--- config.mk ---
export PLATFORM = sky130hd
export DESIGN_NAME = block_word_checksum_flat
export DESIGN_NICKNAME = d
export VERILOG_FILES = /design/src/hw/rtl/bwc_pkg.sv /design/src/hw/rtl/bwc_if.sv /design/src/hw/rtl/bwc_accum.sv /design/src/hw/rtl/block_word_checksum.sv /design/src/flat_wrapper.sv
export SDC_FILE = /design/constraint.sdc
export NUM_CORES = 1
export LEC_CHECK = 0
export BUFFER_PORTS_ARGS = -buffer_cell sky130_fd_sc_hd__buf_2
export CAP_MARGIN = 10
export CORE_AREA = 2 2 167 87
export CTS_CLUSTER_SIZE = 16
export DETAILED_ROUTE_END_ITERATION = 12
export DIE_AREA = 0 0 169 89
export PLACE_DENSITY = 0.8
export RECOVER_POWER = 100
export REMOVE_ABC_BUFFERS = 1
export SYNTH_ARGS = -nofsm -noshare
export SYNTH_HDL_FRONTEND = slang
export SYNTH_SLANG_ARGS = --single-unit
--- constraint.sdc ---
create_clock -name i_clk -period 12.1 [get_ports i_clk]
set_input_delay 0.605 -clock i_clk [delete_from_list [all_inputs] [get_ports i_clk]]
set_output_delay 0.605 -clock i_clk [all_outputs]
set_load 0.02 [all_outputs]
--- src/hw/rtl/bwc_pkg.sv ---
// ----------------------------------------------------------------------------
// bwc_pkg - shared definitions for the block word checksum
// Widths, register indexes and the structs passed between the top level and
// the accumulator.
// ----------------------------------------------------------------------------
package bwc_pkg;

    localparam int unsigned MaxWords = 256;
    localparam int unsigned WordW    = 32;
    localparam int unsigned SkipW    = 8;
    localparam int unsigned IdxW     = $clog2(MaxWords + 1);
    localparam int unsigned CmpW     = (IdxW > SkipW) ? IdxW : SkipW;
    localparam int unsigned CfgIdxW  = 1;
    localparam int unsigned CfgDataW = SkipW;

    // Register indexes on the configuration port
    localparam logic [CfgIdxW-1:0] RegBootMode  = CfgIdxW'(0);
    localparam logic [CfgIdxW-1:0] RegSkipIndex = CfgIdxW'(1);

    localparam logic [SkipW-1:0] SkipIndexReset = SkipW'(5);
    // Word left out of the sum in boot mode
    localparam logic [IdxW-1:0]  BootSkipIdx    = IdxW'(1);

    typedef struct packed {
        logic             boot_mode;
        logic [SkipW-1:0] skip_index;
    } t_cfg;

    typedef struct packed {
        logic [WordW-1:0] checksum;
        logic             overlength;
    } t_result;

endpackage

--- src/hw/rtl/bwc_if.sv ---
// ----------------------------------------------------------------------------
// bwc_in_if / bwc_out_if - request channels of the block word checksum
// Valid/ready channels carrying block words in and checksums out.
// ----------------------------------------------------------------------------
interface bwc_in_if;
    logic                      valid;
    logic                      ready;
    logic [bwc_pkg::WordW-1:0] data_word;
    logic                      last_word;

    modport source (output valid, output data_word, output last_word, input ready);
    modport sink   (input valid, input data_word, input last_word, output ready);
endinterface

interface bwc_out_if;
    logic                      valid;
    logic                      ready;
    logic [bwc_pkg::WordW-1:0] checksum;
    logic                      overlength;

    modport source (output valid, output checksum, output overlength, input ready);
    modport sink   (input valid, input checksum, input overlength, output ready);
endinterface

--- src/hw/rtl/bwc_accum.sv ---
// ----------------------------------------------------------------------------
// bwc_accum - running sum and word index of the block checksum
// Holds the per-block state, adds each advanced word unless it is skipped or
// the index has saturated, and forms the result that the final word produces.
// ----------------------------------------------------------------------------
module bwc_accum (
    input  logic                        i_clk,
    input  logic                        i_rst_n,
    input  bwc_pkg::t_cfg               i_cfg,
    input  logic                        i_advance,
    input  logic [bwc_pkg::WordW-1:0]   i_word,
    input  logic                        i_last,
    output bwc_pkg::t_result            o_result
);

    logic [bwc_pkg::WordW-1:0] r_sum;
    logic [bwc_pkg::IdxW-1:0]  r_idx;
    logic                      r_too_long;

    logic [bwc_pkg::WordW-1:0] n_sum;
    logic [bwc_pkg::IdxW-1:0]  n_idx;
    logic                      n_too_long;

    logic                      sat;
    logic                      skip;
    logic [bwc_pkg::WordW:0]   add_full;
    logic [bwc_pkg::WordW-1:0] add_sum;
    logic [bwc_pkg::WordW-1:0] upd_sum;

    always_comb begin
        sat = (r_idx >= bwc_pkg::IdxW'(bwc_pkg::MaxWords));
        if (i_cfg.boot_mode) begin
            skip = (r_idx == bwc_pkg::BootSkipIdx);
        end else begin
            skip = (bwc_pkg::CmpW'(r_idx) == bwc_pkg::CmpW'(i_cfg.skip_index));
        end

        add_full = {1'b0, r_sum} + {1'b0, i_word};
        // Fold the carry back into bit 0 in boot mode; this cannot carry again
        if (i_cfg.boot_mode) begin
            add_sum = add_full[bwc_pkg::WordW-1:0]
                    + bwc_pkg::WordW'(add_full[bwc_pkg::WordW]);
        end else begin
            add_sum = add_full[bwc_pkg::WordW-1:0];
        end

        upd_sum = (sat || skip) ? r_sum : add_sum;

        o_result.checksum   = i_cfg.boot_mode ? ~upd_sum : (~upd_sum + 1'b1);
        o_result.overlength = r_too_long | sat;

        n_sum      = r_sum;
        n_idx      = r_idx;
        n_too_long = r_too_long;
        if (i_advance) begin
            if (i_last) begin
                n_sum      = '0;
                n_idx      = '0;
                n_too_long = 1'b0;
            end else begin
                n_sum      = upd_sum;
                n_idx      = sat ? r_idx : (r_idx + 1'b1);
                n_too_long = r_too_long | sat;
            end
        end
    end

    always_ff @(posedge i_clk) begin
        if (!i_rst_n) begin
            r_sum      <= '0;
            r_idx      <= '0;
            r_too_long <= 1'b0;
        end else begin
            r_sum      <= n_sum;
            r_idx      <= n_idx;
            r_too_long <= n_too_long;
        end
    end

    a_idx_bound: assert property (@(posedge i_clk) disable iff (!i_rst_n)
        r_idx <= bwc_pkg::IdxW'(bwc_pkg::MaxWords))
        else $error("word index beyond saturation");

    a_clear_after_last: assert property (@(posedge i_clk) disable iff (!i_rst_n)
        (i_advance && i_last) |=> (r_idx == '0 && r_sum == '0 && !r_too_long))
        else $error("block state not cleared after final word");

    a_too_long_sat: assert property (@(posedge i_clk) disable iff (!i_rst_n)
        r_too_long |-> (r_idx == bwc_pkg::IdxW'(bwc_pkg::MaxWords)))
        else $error("overlength set without saturated index");

endmodule

--- src/hw/rtl/block_word_checksum.sv ---
// ----------------------------------------------------------------------------
// block_word_checksum - streaming checksum of a disk block
// Sums a block of 32-bit words and returns the value for its checksum word,
// in data-block (negated wrapping sum) or boot (complemented end-around) form.
// ----------------------------------------------------------------------------
//
//  Channel   Dir  Payload                    Moves
//  i_in      in   data_word[31:0] last_word  one block word per request
//  o_res     out  checksum[31:0] overlength  one result per block
//  i_cfg_*   in   index, data[7:0]           register write, no handshake
//
//  One word per cycle sustained but for the stall named below. A word is held
//  in the input register, then added into the running sum; the final word's
//  checksum is loaded from there into the output register, with the 32-bit
//  add and the boot carry fold or data negation between the two registers.
//  The input side keeps running while a result waits, stalling only when a
//  final word finds the output register still full. Reset clears the block
//  state and loads boot_mode 0, skip_index 5.
//
module block_word_checksum (
    input  logic                          i_clk,
    input  logic                          i_rst_n,
    bwc_in_if.sink                        i_in,
    bwc_out_if.source                     o_res,
    input  logic                          i_cfg_we,
    input  logic [bwc_pkg::CfgIdxW-1:0]   i_cfg_index,
    input  logic [bwc_pkg::CfgDataW-1:0]  i_cfg_data
);

    // Configuration registers
    logic                      r_boot_mode;
    logic [bwc_pkg::SkipW-1:0] r_skip_index;
    bwc_pkg::t_cfg             cfg;

    // Input register
    logic                      r_s1_valid;
    logic [bwc_pkg::WordW-1:0] r_s1_word;
    logic                      r_s1_last;

    // Output register
    logic                      r_out_valid;
    bwc_pkg::t_result          r_out;

    bwc_pkg::t_result          result;
    logic                      out_free;
    logic                      s1_advance;
    logic                      in_take;

    always_ff @(posedge i_clk) begin
        if (!i_rst_n) begin
            r_boot_mode  <= 1'b0;
            r_skip_index <= bwc_pkg::SkipIndexReset;
        end else if (i_cfg_we) begin
            unique case (i_cfg_index)
                bwc_pkg::RegBootMode:  r_boot_mode  <= i_cfg_data[0];
                bwc_pkg::RegSkipIndex: r_skip_index <= i_cfg_data;
                default: ;
            endcase
        end
    end

    assign cfg.boot_mode  = r_boot_mode;
    assign cfg.skip_index = r_skip_index;

    // A final word needs the output register; any other word always drains
    assign out_free   = !r_out_valid || o_res.ready;
    assign s1_advance = r_s1_valid && (!r_s1_last || out_free);
    assign in_take    = i_in.valid && i_in.ready;
    assign i_in.ready = !r_s1_valid || s1_advance;

    always_ff @(posedge i_clk) begin
        if (!i_rst_n) begin
            r_s1_valid <= 1'b0;
        end else if (i_in.ready) begin
            r_s1_valid <= i_in.valid;
        end
    end

    // Hold the payload unless a new request is taken
    always_ff @(posedge i_clk) begin
        if (in_take) begin
            r_s1_word <= i_in.data_word;
            r_s1_last <= i_in.last_word;
        end
    end

    bwc_accum u_accum (
        .i_clk     (i_clk),
        .i_rst_n   (i_rst_n),
        .i_cfg     (cfg),
        .i_advance (s1_advance),
        .i_word    (r_s1_word),
        .i_last    (r_s1_last),
        .o_result  (result)
    );

    // Load a result on a final word, drop it once taken
    always_ff @(posedge i_clk) begin
        if (!i_rst_n) begin
            r_out_valid <= 1'b0;
        end else if (s1_advance && r_s1_last) begin
            r_out_valid <= 1'b1;
        end else if (o_res.ready) begin
            r_out_valid <= 1'b0;
        end
    end

    always_ff @(posedge i_clk) begin
        if (s1_advance && r_s1_last) begin
            r_out <= result;
        end
    end

    assign o_res.valid      = r_out_valid;
    assign o_res.checksum   = r_out.checksum;
    assign o_res.overlength = r_out.overlength;

    a_no_overwrite: assert property (@(posedge i_clk) disable iff (!i_rst_n)
        (r_out_valid && !o_res.ready) |=> (r_out_valid && $stable(r_out)))
        else $error("pending result overwritten");

    a_final_loads_out: assert property (@(posedge i_clk) disable iff (!i_rst_n)
        (s1_advance && r_s1_last) |=> r_out_valid)
        else $error("final word produced no result");

    a_stall_only_on_final: assert property (@(posedge i_clk) disable iff (!i_rst_n)
        (r_s1_valid && !s1_advance) |-> (r_s1_last && r_out_valid && !o_res.ready))
        else $error("input stage stalled without cause");

endmodule
--- src/flat_wrapper.sv ---
// flat-port wrapper written by rule: the top's interface ports become plain ports
module block_word_checksum_flat 
  (i_clk, i_rst_n, i_cfg_we, i_cfg_index, i_cfg_data, i_in_valid, i_in_data_word, i_in_last_word, i_in_ready, o_res_valid, o_res_checksum, o_res_overlength, o_res_ready);
  bwc_in_if i_in_i ();
  bwc_out_if o_res_i ();
  input  logic i_clk;
  input  logic i_rst_n;
  input  logic i_cfg_we;
  input  logic [bwc_pkg::CfgIdxW-1:0] i_cfg_index;
  input  logic [bwc_pkg::CfgDataW-1:0] i_cfg_data;
  input wire logic [$bits(i_in_i.valid)-1:0] i_in_valid;
  input wire logic [$bits(i_in_i.data_word)-1:0] i_in_data_word;
  input wire logic [$bits(i_in_i.last_word)-1:0] i_in_last_word;
  output wire logic [$bits(i_in_i.ready)-1:0] i_in_ready;
  output wire logic [$bits(o_res_i.valid)-1:0] o_res_valid;
  output wire logic [$bits(o_res_i.checksum)-1:0] o_res_checksum;
  output wire logic [$bits(o_res_i.overlength)-1:0] o_res_overlength;
  input wire logic [$bits(o_res_i.ready)-1:0] o_res_ready;
  assign i_in_i.valid = i_in_valid;
  assign i_in_i.data_word = i_in_data_word;
  assign i_in_i.last_word = i_in_last_word;
  assign i_in_ready = i_in_i.ready;
  assign o_res_valid = o_res_i.valid;
  assign o_res_checksum = o_res_i.checksum;
  assign o_res_overlength = o_res_i.overlength;
  assign o_res_i.ready = o_res_ready;
  block_word_checksum u_core (.i_clk(i_clk), .i_rst_n(i_rst_n), .i_in(i_in_i), .o_res(o_res_i), .i_cfg_we(i_cfg_we), .i_cfg_index(i_cfg_index), .i_cfg_data(i_cfg_data));
endmodule
==> impl.org <==
** Power
- Cell internal power was estimated by the tool at around 870 µW.
- Pwr per Cell Area :: 131 nW/µm²
- Sw Share :: 29.6%
- Net switching power figure :: 364 µW
- Sequential cells burn 37.6% of the power.
- Clock power frac :: 43.5%
- The analysis attributes to cell leakage a power of 0.00344 µW.
- Pwr Total :: 1230 µW
- Highest ir drop seen on vdd :: 0.0931 mV
- Combinational cell fraction of total power :: 18.9%

** Clock network
- The tree is rooted in a sky130_fd_sc_hd__clkbuf_16.
- TritonCTS clock tree :: built
- Buffers inserted to repair hold after CTS numbered 0.
- Clock tree sinks :: 119
- CTS built an H-tree with a depth of 4.
- TritonCTS created 17 clock buffers.
- Post-CTS setup buffers :: 0
- Buffer depth of the longest clock path :: 2
- Gates resized during post-CTS repair numbered 0.
- Clock transition at the registers of the reported paths :: approximately 0.060 ns
- Clock latency reported for the late side of the worst-skew pair :: 0.42 ns

** Synth
- Synthesis produced a netlist whose cell count is ~940.
- sky130_fd_sc_hd__edfxtp_1 takes more of the synthesized area than any other cell.
- Proportion of netlist area held by the largest area contributor :: 23.9%
- In the post-synthesis netlist, the biggest area contributors are sky130_fd_sc_hd__edfxtp_1, sky130_fd_sc_hd__dfxtp_1, sky130_fd_sc_hd__ha_1, sky130_fd_sc_hd__xnor2_1, sky130_fd_sc_hd__nand2_1.
- Avg Synthesized Cell Area :: 8.86 µm²
- Sequential elements use 36.6% of the synthesized area.
- In this run, synthesis inferred 66 flip-flops with an integrated enable.
- The synthesized netlist occupies a cell area of 8310 µm².
- For this run, the number of Yosys warnings is 0.
- Yosys mapped the design onto 80 distinct sky130hd cell types.
- Number of register bits inferred by synthesis :: around 120
- Counting flops with an async set or reset pin after synthesis yields a share of 0%.
- Dominant register cell in the synthesized netlist :: sky130_fd_sc_hd__edfxtp_1

** Floorplanning
- Row generation in the floorplan step produced 30 rows.
- For this configuration, the core starts out at a cell density of 61.8%.
- Floorplan core area :: between 10,000 and 15,000 µm²
- Top-level port count :: 82
- Die Area :: 15,000 µm²
- Die X :: 169 µm
- Vertical extent of the die :: around 90 µm

** Cells and area
- Most common cell after layout, fill and taps aside :: sky130_fd_sc_hd__nand2_1
- Diodes inserted :: 0
- At the end of the flow the core is filled with cells to 69.7%.
- Synth-to-layout area growth :: 12.7%
- Number of filler cells placed in the layout :: between 1k and 1.5k
- NumNets Final :: approximately 1.1k
- Cells with a size suffix above 1 make up between 10 and 15% of the layout.
- Commonest cells after routing, fill and taps aside :: sky130_fd_sc_hd__nand2_1, sky130_fd_sc_hd__nor2_1, sky130_fd_sc_hd__edfxtp_1, sky130_fd_sc_hd__a21oi_1, sky130_fd_sc_hd__dfxtp_1

** Routing
- For this run, design rule violations remaining after detail routing come to 0.
- The first TritonRoute pass finished after 6 iterations.
- After detailed routing, the total wire length is 22.6 mm.
- Across all layers, the routed design uses 7,677 vias.
- Detailed-route wire length per cell :: 19.0 µm
- Via/cell ratio :: 6.45
- The detailed router finished its first iteration with 658 violations.
- The detail route stage leaves a number of antenna-violating nets equal to 0.

** Worst hold path
- The worst hold path terminates at u_core.r_s1_word[13]$_DFFE_PP_.
- In this run the most critical hold path is launched from i_in_data_word[13].
- Worst hold path depth :: 1
- Type of the most critical hold path :: in -> reg

** Setup path
- The largest single stage delay on the critical path is 0.68 ns.
- The worst register-to-register path ends at u_core.o_res.checksum[31]$_DFFE_PP_.
- Type of element capturing the critical path :: flop
- Cell with the largest stage delay on the worst path :: sky130_fd_sc_hd__nor3b_1
- The worst register-to-register path begins at u_core.u_accum.r_sum[0]$_SDFFE_PN0P_.
- At the worst endpoint, the required time is 12.24 ns.
- Data arrival at the endpoint of the critical path :: between 7 and 8 ns
- The signal on the critical path passes through ha_1, fa_1, a211oi_1, nor3b_1, o21ai_0, a21oi_1, o211ai_1, a21boi_0, o21a_1, o21a_1, o21ai_0, nand2b_1, ha_1, and4_1, o211ai_1, nor3_1, nor4bb_1, xnor2_1, mux2i_1, nor3b_1, nand3_1, nor4_1, xnor2_1.
- Measured in cells, the most critical reg-to-reg path has a length of 23.
- In this run the worst path has a maximum fanout of 7.
- The setup check on the worst reg-to-reg path leaves a slack of roughly 4.6 ns.
- Startpoint type of the worst setup path :: flop
- The critical path is of the reg -> reg type.

** Status
- The run finished, with violations left.
- Failing checks :: capacitance limit, slew limit

** Global route
- Grt total ovfl :: 0
- Global-route wire length before repair :: roughly 35 mm
- Global routing used 30.1% of the available tracks.
- Number of antenna violations at the first check in global routing :: 0
- Pin count of the biggest net entering global routing :: 55
- Number of global-route vias before repair :: around 7k

** Timing
- Post-route setup TNS :: 0 ns
- Setup violations remaining at the end of the flow were counted as 0.
- For the pin with the worst max-slew slack, the measured transition is slightly above 3 ns.
- The worst pin sits at a relative slew slack of -108%.
- The count of final hold-check violations was 0.
- Worst Clk Skew :: between 0.01 and 0.015 ns
- Maximum clock frequency :: 0.133 GHz
- After layout, the worst setup slack is 4.59 ns.
- Setup repair after global routing left no endpoint under its margin.
- The number of pins with negative max-slew slack in the final report was about 140.
- The final critical path takes up between 60% and 70% of the cycle.
- Time the final worst path needs with I/O delays and setup :: 7.51 ns

** Place
- Dpl hpwl :: 16.1 mm
- Gp weighted congestion :: 0.956
- Before CTS, the worst setup slack after placement is 5.13 ns.
- Buffers added on ports :: 81

** Run
- Across the run, the number of max-cap violations was 4.
-- worst max-delay path by stage --
stage / start / slack (ns) / endpoint / depth (start not counted)
6_report: u_core.u_accum.r_sum[0]$_SDFFE_PN0P_ / 4.59 / u_core.o_res.checksum[31]$_DFFE_PP_ / 23
5_1_grt: u_core.u_accum.r_sum[0]$_SDFFE_PN0P_ / 3.97 / u_core.o_res.checksum[31]$_DFFE_PP_ / 23
4_1_cts: u_core.u_accum.r_sum[0]$_SDFFE_PN0P_ / 5.10 / u_core.o_res.checksum[30]$_DFFE_PP_ / 27
3_5_place_dp: u_core.u_accum.r_sum[0]$_SDFFE_PN0P_ / 5.13 / u_core.o_res.checksum[30]$_DFFE_PP_ / 27
3_3_place_gp: u_core.r_s1_word[0]$_DFFE_PP_ / 5.37 / u_core.o_res.checksum[30]$_DFFE_PP_ / 27
2_1_floorplan: u_core.r_s1_word[0]$_DFFE_PP_ / 6.41 / u_core.o_res.checksum[30]$_DFFE_PP_ / 29
-- registers in the layout (all words and copies together) (netlist names) --
name	count
u_core.r_s1_valid	1
u_core.u_accum.r_sum	32
u_core.o_res.valid	1
u_core.u_accum.r_idx	9
u_core.r_s1_last	1
u_core.o_res.overlength	1
u_core.r_boot_mode	1
u_core.r_skip_index	8
u_core.r_s1_word	32
u_core.u_accum.r_too_long	1
u_core.o_res.checksum	32
-- kinds of logic after synthesis --
family | synth area share [%]
AND/OR/NAND/NOR | 24.1
AO/OA/AOI/OAI | 21.8
flip-flops | 36.6
XOR/XNOR | 7.68
buffers and inverters | 2.54
adder cells (fa/ha/maj) | 5.81
multiplexers | 1.48
-- metal layers --
metal,vias to the layer above,share of wire (%),GRT usage (%)
met2,339,44,49.1
met5,-,0,0
met3,36,7.5,5.31
met4,0,1.2,8.86
li1,3674,-,-
met1,3628,47,41.8
-- Yosys cell counts (14+ instances only) --
master / number
sky130_fd_sc_hd__nand2_1: 90
sky130_fd_sc_hd__nor2_1: 79
sky130_fd_sc_hd__edfxtp_1: 66
sky130_fd_sc_hd__a21oi_1: 58
sky130_fd_sc_hd__dfxtp_1: 53
sky130_fd_sc_hd__o21ai_0: 48
sky130_fd_sc_hd__xnor2_1: 43
sky130_fd_sc_hd__ha_1: 37
sky130_fd_sc_hd__clkbuf_1: 31
sky130_fd_sc_hd__nor2b_1: 29
sky130_fd_sc_hd__xor2_1: 28
sky130_fd_sc_hd__nand3_1: 24
sky130_fd_sc_hd__a22oi_1: 21
sky130_fd_sc_hd__and2_1: 19
sky130_fd_sc_hd__nor4_1: 19
sky130_fd_sc_hd__or3_1: 18
sky130_fd_sc_hd__nor3_1: 17
sky130_fd_sc_hd__a31oi_1: 16
sky130_fd_sc_hd__and3_1: 14
sky130_fd_sc_hd__inv_1: 14
sky130_fd_sc_hd__nand4_1: 14
-- worst max-delay path: cells and delay by family (launching register included) --
kind                       cells  cell delay [ns]
AOI/OAI and AO/OA              9             1.79
xor gates and xnor gates       2             0.25
adders and majority gates      3             0.72
DFF                            1             0.39
muxes                          1             0.38
and+or+nand+nor                8             3.69
-- area by class of cell --
class	count	area, µm²	area share, %
well taps	176	220	2.35
repair buffers	85	385	4.11
inverters	14	52.6	0.561
flip-flops and latches	119	3040	32.5
clock inverters	10	87.6	0.935
clock buffers	22	551	5.88
multi-input cells	764	5030	53.7
-- metrics by stage --
step / hold WS [ns] / std cells / area [µm²]
5_1_grt: 0.356 / 1190 / 9370
6_report: 0.361 / 1190 / 9370
3_3_place_gp: 0.444 / 1158 / 8850
4_1_cts: 0.351 / 1190 / 9490
2_1_floorplan: 0.429 / 897 / 8150
3_5_place_dp: 0.452 / 1158 / 8850
-- power by group through the flow --
stage	clock network [µW]	registers, µW	logic (µW)
6_report	535	462	232
5_1_grt	554	464	255
4_1_cts	538	462	232
3_5_place_dp	0	470	230
3_3_place_gp	0	470	225
2_1_floorplan	0	474	165
No activity file was read; power rests on OpenSTA's default activity.
